### config.mk
export PLATFORM = sky130hd
export DESIGN_NAME = fpdo_dist
export DESIGN_NICKNAME = d
export VERILOG_FILES = /design/src/rtl/core/fpdo_pkg.sv /design/src/rtl/core/fpdo_dist.sv
export SDC_FILE = /design/constraint.sdc
export NUM_CORES = 1
export LEC_CHECK = 0
export BUFFER_PORTS_ARGS = -buffer_cell sky130_fd_sc_hd__buf_2
export CAP_MARGIN = 30
export CORE_ASPECT_RATIO = 1.1
export CORE_UTILIZATION = 45
export CTS_CLUSTER_DIAMETER = 30
export DETAILED_ROUTE_END_ITERATION = 7
export PLACE_DENSITY_LB_ADDON = 0.12
export SYNTH_ARGS = -nofsm -noshare
export SYNTH_HDL_FRONTEND = slang
export SYNTH_SLANG_ARGS = --single-unit
### constraint.sdc
create_clock -name aclk -period 8.25 [get_ports aclk]
set_input_delay 0.825 -clock aclk [delete_from_list [all_inputs] [get_ports aclk]]
set_output_delay 0.825 -clock aclk [all_outputs]
set_load 0.02 [all_outputs]
### src/rtl/core/fpdo_pkg.sv
// shared types and constants for the farthest pair distance ordering block
`default_nettype none
package fpdo_pkg;
    localparam int ROW_W  = 6;
    localparam int VAL_W  = 16;
    localparam int CNT_W  = 7;
    localparam int DIST_W = 39;
    localparam int SQ_W   = 32;
    localparam logic [DIST_W-1:0] DIST_MAX = {DIST_W{1'b1}};

    // request to the distance unit
    typedef struct packed {
        logic             start;
        logic [ROW_W-1:0] row_a;
        logic [ROW_W-1:0] row_b;
    } dist_req_t;

    // answer from the distance unit
    typedef struct packed {
        logic              done;
        logic [DIST_W-1:0] sum;
    } dist_rsp_t;
endpackage
`default_nettype wire

### src/rtl/core/fpdo_dist.sv
// squared distance unit: streams two rows from the store, saturating accumulate
`default_nettype none
module fpdo_dist #(
    parameter int MAX_ROWS   = 64,
    parameter int ROW_LENGTH = 64
) (
    input  wire logic                  aclk,
    input  wire logic                  aresetn,
    input  wire fpdo_pkg::dist_req_t   req,
    output fpdo_pkg::dist_rsp_t        rsp,
    output logic [$clog2(MAX_ROWS*ROW_LENGTH)-1:0] raddr_a,
    output logic [$clog2(MAX_ROWS*ROW_LENGTH)-1:0] raddr_b,
    input  wire logic [fpdo_pkg::VAL_W-1:0] rdata_a,
    input  wire logic [fpdo_pkg::VAL_W-1:0] rdata_b
);
    import fpdo_pkg::*;

    localparam int AW = $clog2(MAX_ROWS*ROW_LENGTH);
    localparam int KW = $clog2(ROW_LENGTH+1);

    logic             issue_reg, issue_next;
    logic [KW-1:0]    k_reg, k_next;
    logic [ROW_W-1:0] a_reg, a_next, b_reg, b_next;
    logic             v1_reg, l1_reg, v2_reg, l2_reg, v3_reg, l3_reg;
    logic signed [VAL_W:0] diff_reg;
    logic [SQ_W-1:0]  sq_reg;
    logic [DIST_W-1:0] acc_reg, acc_next;
    logic [VAL_W-1:0] mag;
    logic [DIST_W:0]  acc_sum;

    // element read addresses
    assign raddr_a = AW'(AW'(a_reg) * AW'(ROW_LENGTH) + AW'(k_reg));
    assign raddr_b = AW'(AW'(b_reg) * AW'(ROW_LENGTH) + AW'(k_reg));

    // issue control
    always_comb begin
        issue_next = issue_reg;
        k_next     = k_reg;
        a_next     = a_reg;
        b_next     = b_reg;
        if (req.start) begin
            issue_next = 1'b1;
            k_next     = '0;
            a_next     = req.row_a;
            b_next     = req.row_b;
        end else if (issue_reg) begin
            k_next = k_reg + KW'(1);
            if (k_reg == KW'(ROW_LENGTH-1)) begin
                issue_next = 1'b0;
            end
        end
    end

    always_ff @(posedge aclk) begin
        if (!aresetn) begin
            issue_reg <= 1'b0;
            v1_reg    <= 1'b0;
            v2_reg    <= 1'b0;
            v3_reg    <= 1'b0;
        end else begin
            issue_reg <= issue_next;
            v1_reg    <= issue_reg;
            v2_reg    <= v1_reg;
            v3_reg    <= v2_reg;
        end
    end

    // magnitude of the difference
    assign mag = diff_reg[VAL_W] ? VAL_W'(-diff_reg) : VAL_W'(diff_reg);

    // saturating accumulate
    assign acc_sum = {1'b0, acc_reg} + (DIST_W+1)'(sq_reg);
    always_comb begin
        acc_next = acc_reg;
        if (req.start) begin
            acc_next = '0;
        end else if (v3_reg) begin
            acc_next = (acc_sum > {1'b0, DIST_MAX}) ? DIST_MAX : acc_sum[DIST_W-1:0];
        end
    end

    // datapath stages
    always_ff @(posedge aclk) begin
        k_reg    <= k_next;
        a_reg    <= a_next;
        b_reg    <= b_next;
        l1_reg   <= (k_reg == KW'(ROW_LENGTH-1));
        diff_reg <= $signed({rdata_a[VAL_W-1], rdata_a}) - $signed({rdata_b[VAL_W-1], rdata_b});
        l2_reg   <= l1_reg;
        sq_reg   <= SQ_W'(mag) * SQ_W'(mag);
        l3_reg   <= l2_reg;
        acc_reg  <= acc_next;
    end

    assign rsp.done = v3_reg && l3_reg;
    assign rsp.sum  = acc_sum > {1'b0, DIST_MAX} ? DIST_MAX : acc_sum[DIST_W-1:0];
endmodule
`default_nettype wire

==> results.toml <==
[critical_path]
crit_arrival_ns = 7.96
rr_worst_depth = 27
critPathKind = "reg -> reg"
r2r-start = "diff_reg[2]$_DFF_P_"
endpoint_kind = "flip-flop"
critical-path-max-stage-delay_ns = 0.59
worst_ep_required_time_ns = 8.55
cp_max_fo = 5
rrSetupSlack_ns = 0.59
critPathSlowestCell = "or4_1"
cpMostUsedCell = "fa_1"
cp-start-kind = "flip-flop"
reg2reg_to = "sq_reg[31]$_DFF_P_"

[global_route]
grt_pass1_wl_mm = 52.31
track_usage_pct = 20.98
grt_max_degree = 68
overflow = 0
grt_antenna_before_repair = 0
grt_pass1_vias = 11020

[routing]
firstDrtPassIters = 5
viasPerCell = 4.994
antenna_left = 0
wl_per_cell_um = 14.59
drc = 0
drt_iter0_markers = 466
vias = 10490
routed_wl_mm = 30.65

[worst_hold_path]
hold_path_startpoint = "l2_reg$_DFF_P_"
hold_path_end = "l3_reg$_DFF_P_"
hold_depth = 0
hp-class = "reg -> reg"

[synth]
synth.area.top_cells = "fa_1, dfxtp_1, ha_1"
synth.most_common_cell = "inv_1"
netlist_area_um2 = 13730
syn-mean-instance-area_um2 = 8.706
yosys.area.top_type_share_pct = 24.20
synth_fp_nets = 1940
seq_area_frac_synth_pct = 17.35
synthArstFlopShare_pct = 0
synthCells = 1577
synth_ff_type = "dfxtp_1"
ys_warn_count = 0
synth_edf_count = 12
ys_ff_latch = 113
synth_top_area_cell = "fa_1"
yosysUniqueCellTypes = 69
ys_top_cells_by_count = "inv_1, fa_1, ha_1, nor2_1, nand2_1"

[place]
hpwl_mm = 25.21
place.gp.congestion = 0.8781
port_buffers = 110

[sta]
rsz0062_at_grt = "no"
relSlewSlack_pct = 40.76
finalCriticalPeriod_ns = 7.660
finalHoldViolations = 0
worst_pin_slew_ns = 0.8827
skew_ns = 0.01408
setup_viol = 0
fmax_ghz = 0.1306
tns_ns = 0
finalCritPeriodShare_pct = 92.85
slew_violations = 0

[clock_network]
cts_max_path_buffers = 2
ctsResizeCount = 0
clock-sinks = 113
cts_made_buffers = 17
ctsHtreeMaxLevel = 4
insertion_delay_ns = 0.43
clockRootBuffer = "clkbuf_16"
cts_hold_buf = 0
post_cts.repair.setup_buffers = 0
cts_tree = "built"
clk_pin_slew_worst_paths_ns = 0.06

[floorplanning]
core_um2 = 29810
start_util_pct = 46.05
dieArea_um2 = 31210
io_pins = 111
fp.dieH_um = 185.2
die_w_um = 168.5
num_rows = 66

[final_layout]
nets = 2042
diodes = 0
synthToLayoutAreaGrowth_pct = 11.43
final_util_pct = 51.32
fill_cells = 2845
largest_register_ffs = 39
final_layout_size_suffix_gt1_share_pct = 12.17

[run_status]
status = "complete, no violations"

[run]
max-cap-violations = 0
-- metrics by stage --
step | instances | cell area (um^2) | setup WS (ns) | hold slack [ns]
after floorplan | 1577 | 13730 | 0.6409 | 0.3096
after global placement | 2067 | 14690 | 0.6581 | 0.3136
after global routing | 2100 | 15300 | 0.02573 | 0.3406
after CTS | 2099 | 15280 | 0.5068 | 0.3273
after detailed placement | 2067 | 14690 | 0.5145 | 0.3138
final | 2100 | 15300 | 0.5902 | 0.3246
-- worst max-delay path by stage --
stage                     slack (ns)                  to  depth (start not counted)                start
after floorplan                 0.64  sq_reg[30]$_DFF_P_                         30  diff_reg[0]$_DFF_P_
after global placement          0.66  sq_reg[31]$_DFF_P_                         24  diff_reg[3]$_DFF_P_
after detailed placement        0.51  sq_reg[31]$_DFF_P_                         24  diff_reg[2]$_DFF_P_
after CTS                       0.51  sq_reg[31]$_DFF_P_                         24  diff_reg[2]$_DFF_P_
after global routing            0.03  sq_reg[29]$_DFF_P_                         27  diff_reg[0]$_DFF_P_
final                           0.59  sq_reg[31]$_DFF_P_                         27  diff_reg[2]$_DFF_P_
-- area by class of cell --
cell class	instances	area, um^2	area share, %
Multi-Input combinational cell	1106	9926	64.88
Timing Repair Buffer	134	730.7	4.776
Inverter	307	1152	7.533
Tap cell	408	510.5	3.337
Clock inverter	14	166.4	1.088
Sequential cell	113	2384	15.58
Clock buffer	18	429.2	2.805
-- logic make-up (layout without fill, tap and decap cells) --
family,after synthesis,in the layout,synth area share [%]
AO/OA/AOI/OAI,248,248,13.15
XOR/XNOR,108,108,6.890
adder cells (fa/ha/maj),316,316,37.87
buffers and inverters,358,473,10.40
flip-flops,113,113,17.35
multiplexers,5,5,0.3737
AND/OR/NAND/NOR,429,429,13.96
-- critical path, delay by kind of cell (launching register included) --
family	cells	cell delay [ns]
buffers and inverters	4	0.19
xor gates and xnor gates	3	0.43
AOI/OAI and AO/OA	8	1.97
DFF	1	0.33
adders and majority gates	7	3.24
and+or+nand+nor	5	1.36
-- placed cells by master (no fill, tap or decap), types with 12 or more instances in the layout --
cell type and count:
a21oi_1 63, o21ai_0 41, buf_4 24, ha_1 150, clkbuf_16 17, xor2_1 44, a21o_1 32, nor3_1 26
nand2_1 144, inv_1 299, edfxtp_1 12, buf_2 110, fa_1 166, xnor2_1 64, dfxtp_1 100, nor2_1 150
and3_1 12, a311oi_2 21, a211oi_1 22, nand3_1 27
-- metal layers --
metal  vias up  track usage [%]  part of all wire [%]
li1       5304                -                     -
met1      4939            26.02                    47
met2       199            37.49                    48
met3        46            2.778                   3.0
met4         0            7.018                   2.6
met5         -                0                     0
Power is left out: the tool's default activity adds up to more than one toggle a clock period on the data nets, which glitch-free logic cannot reach.
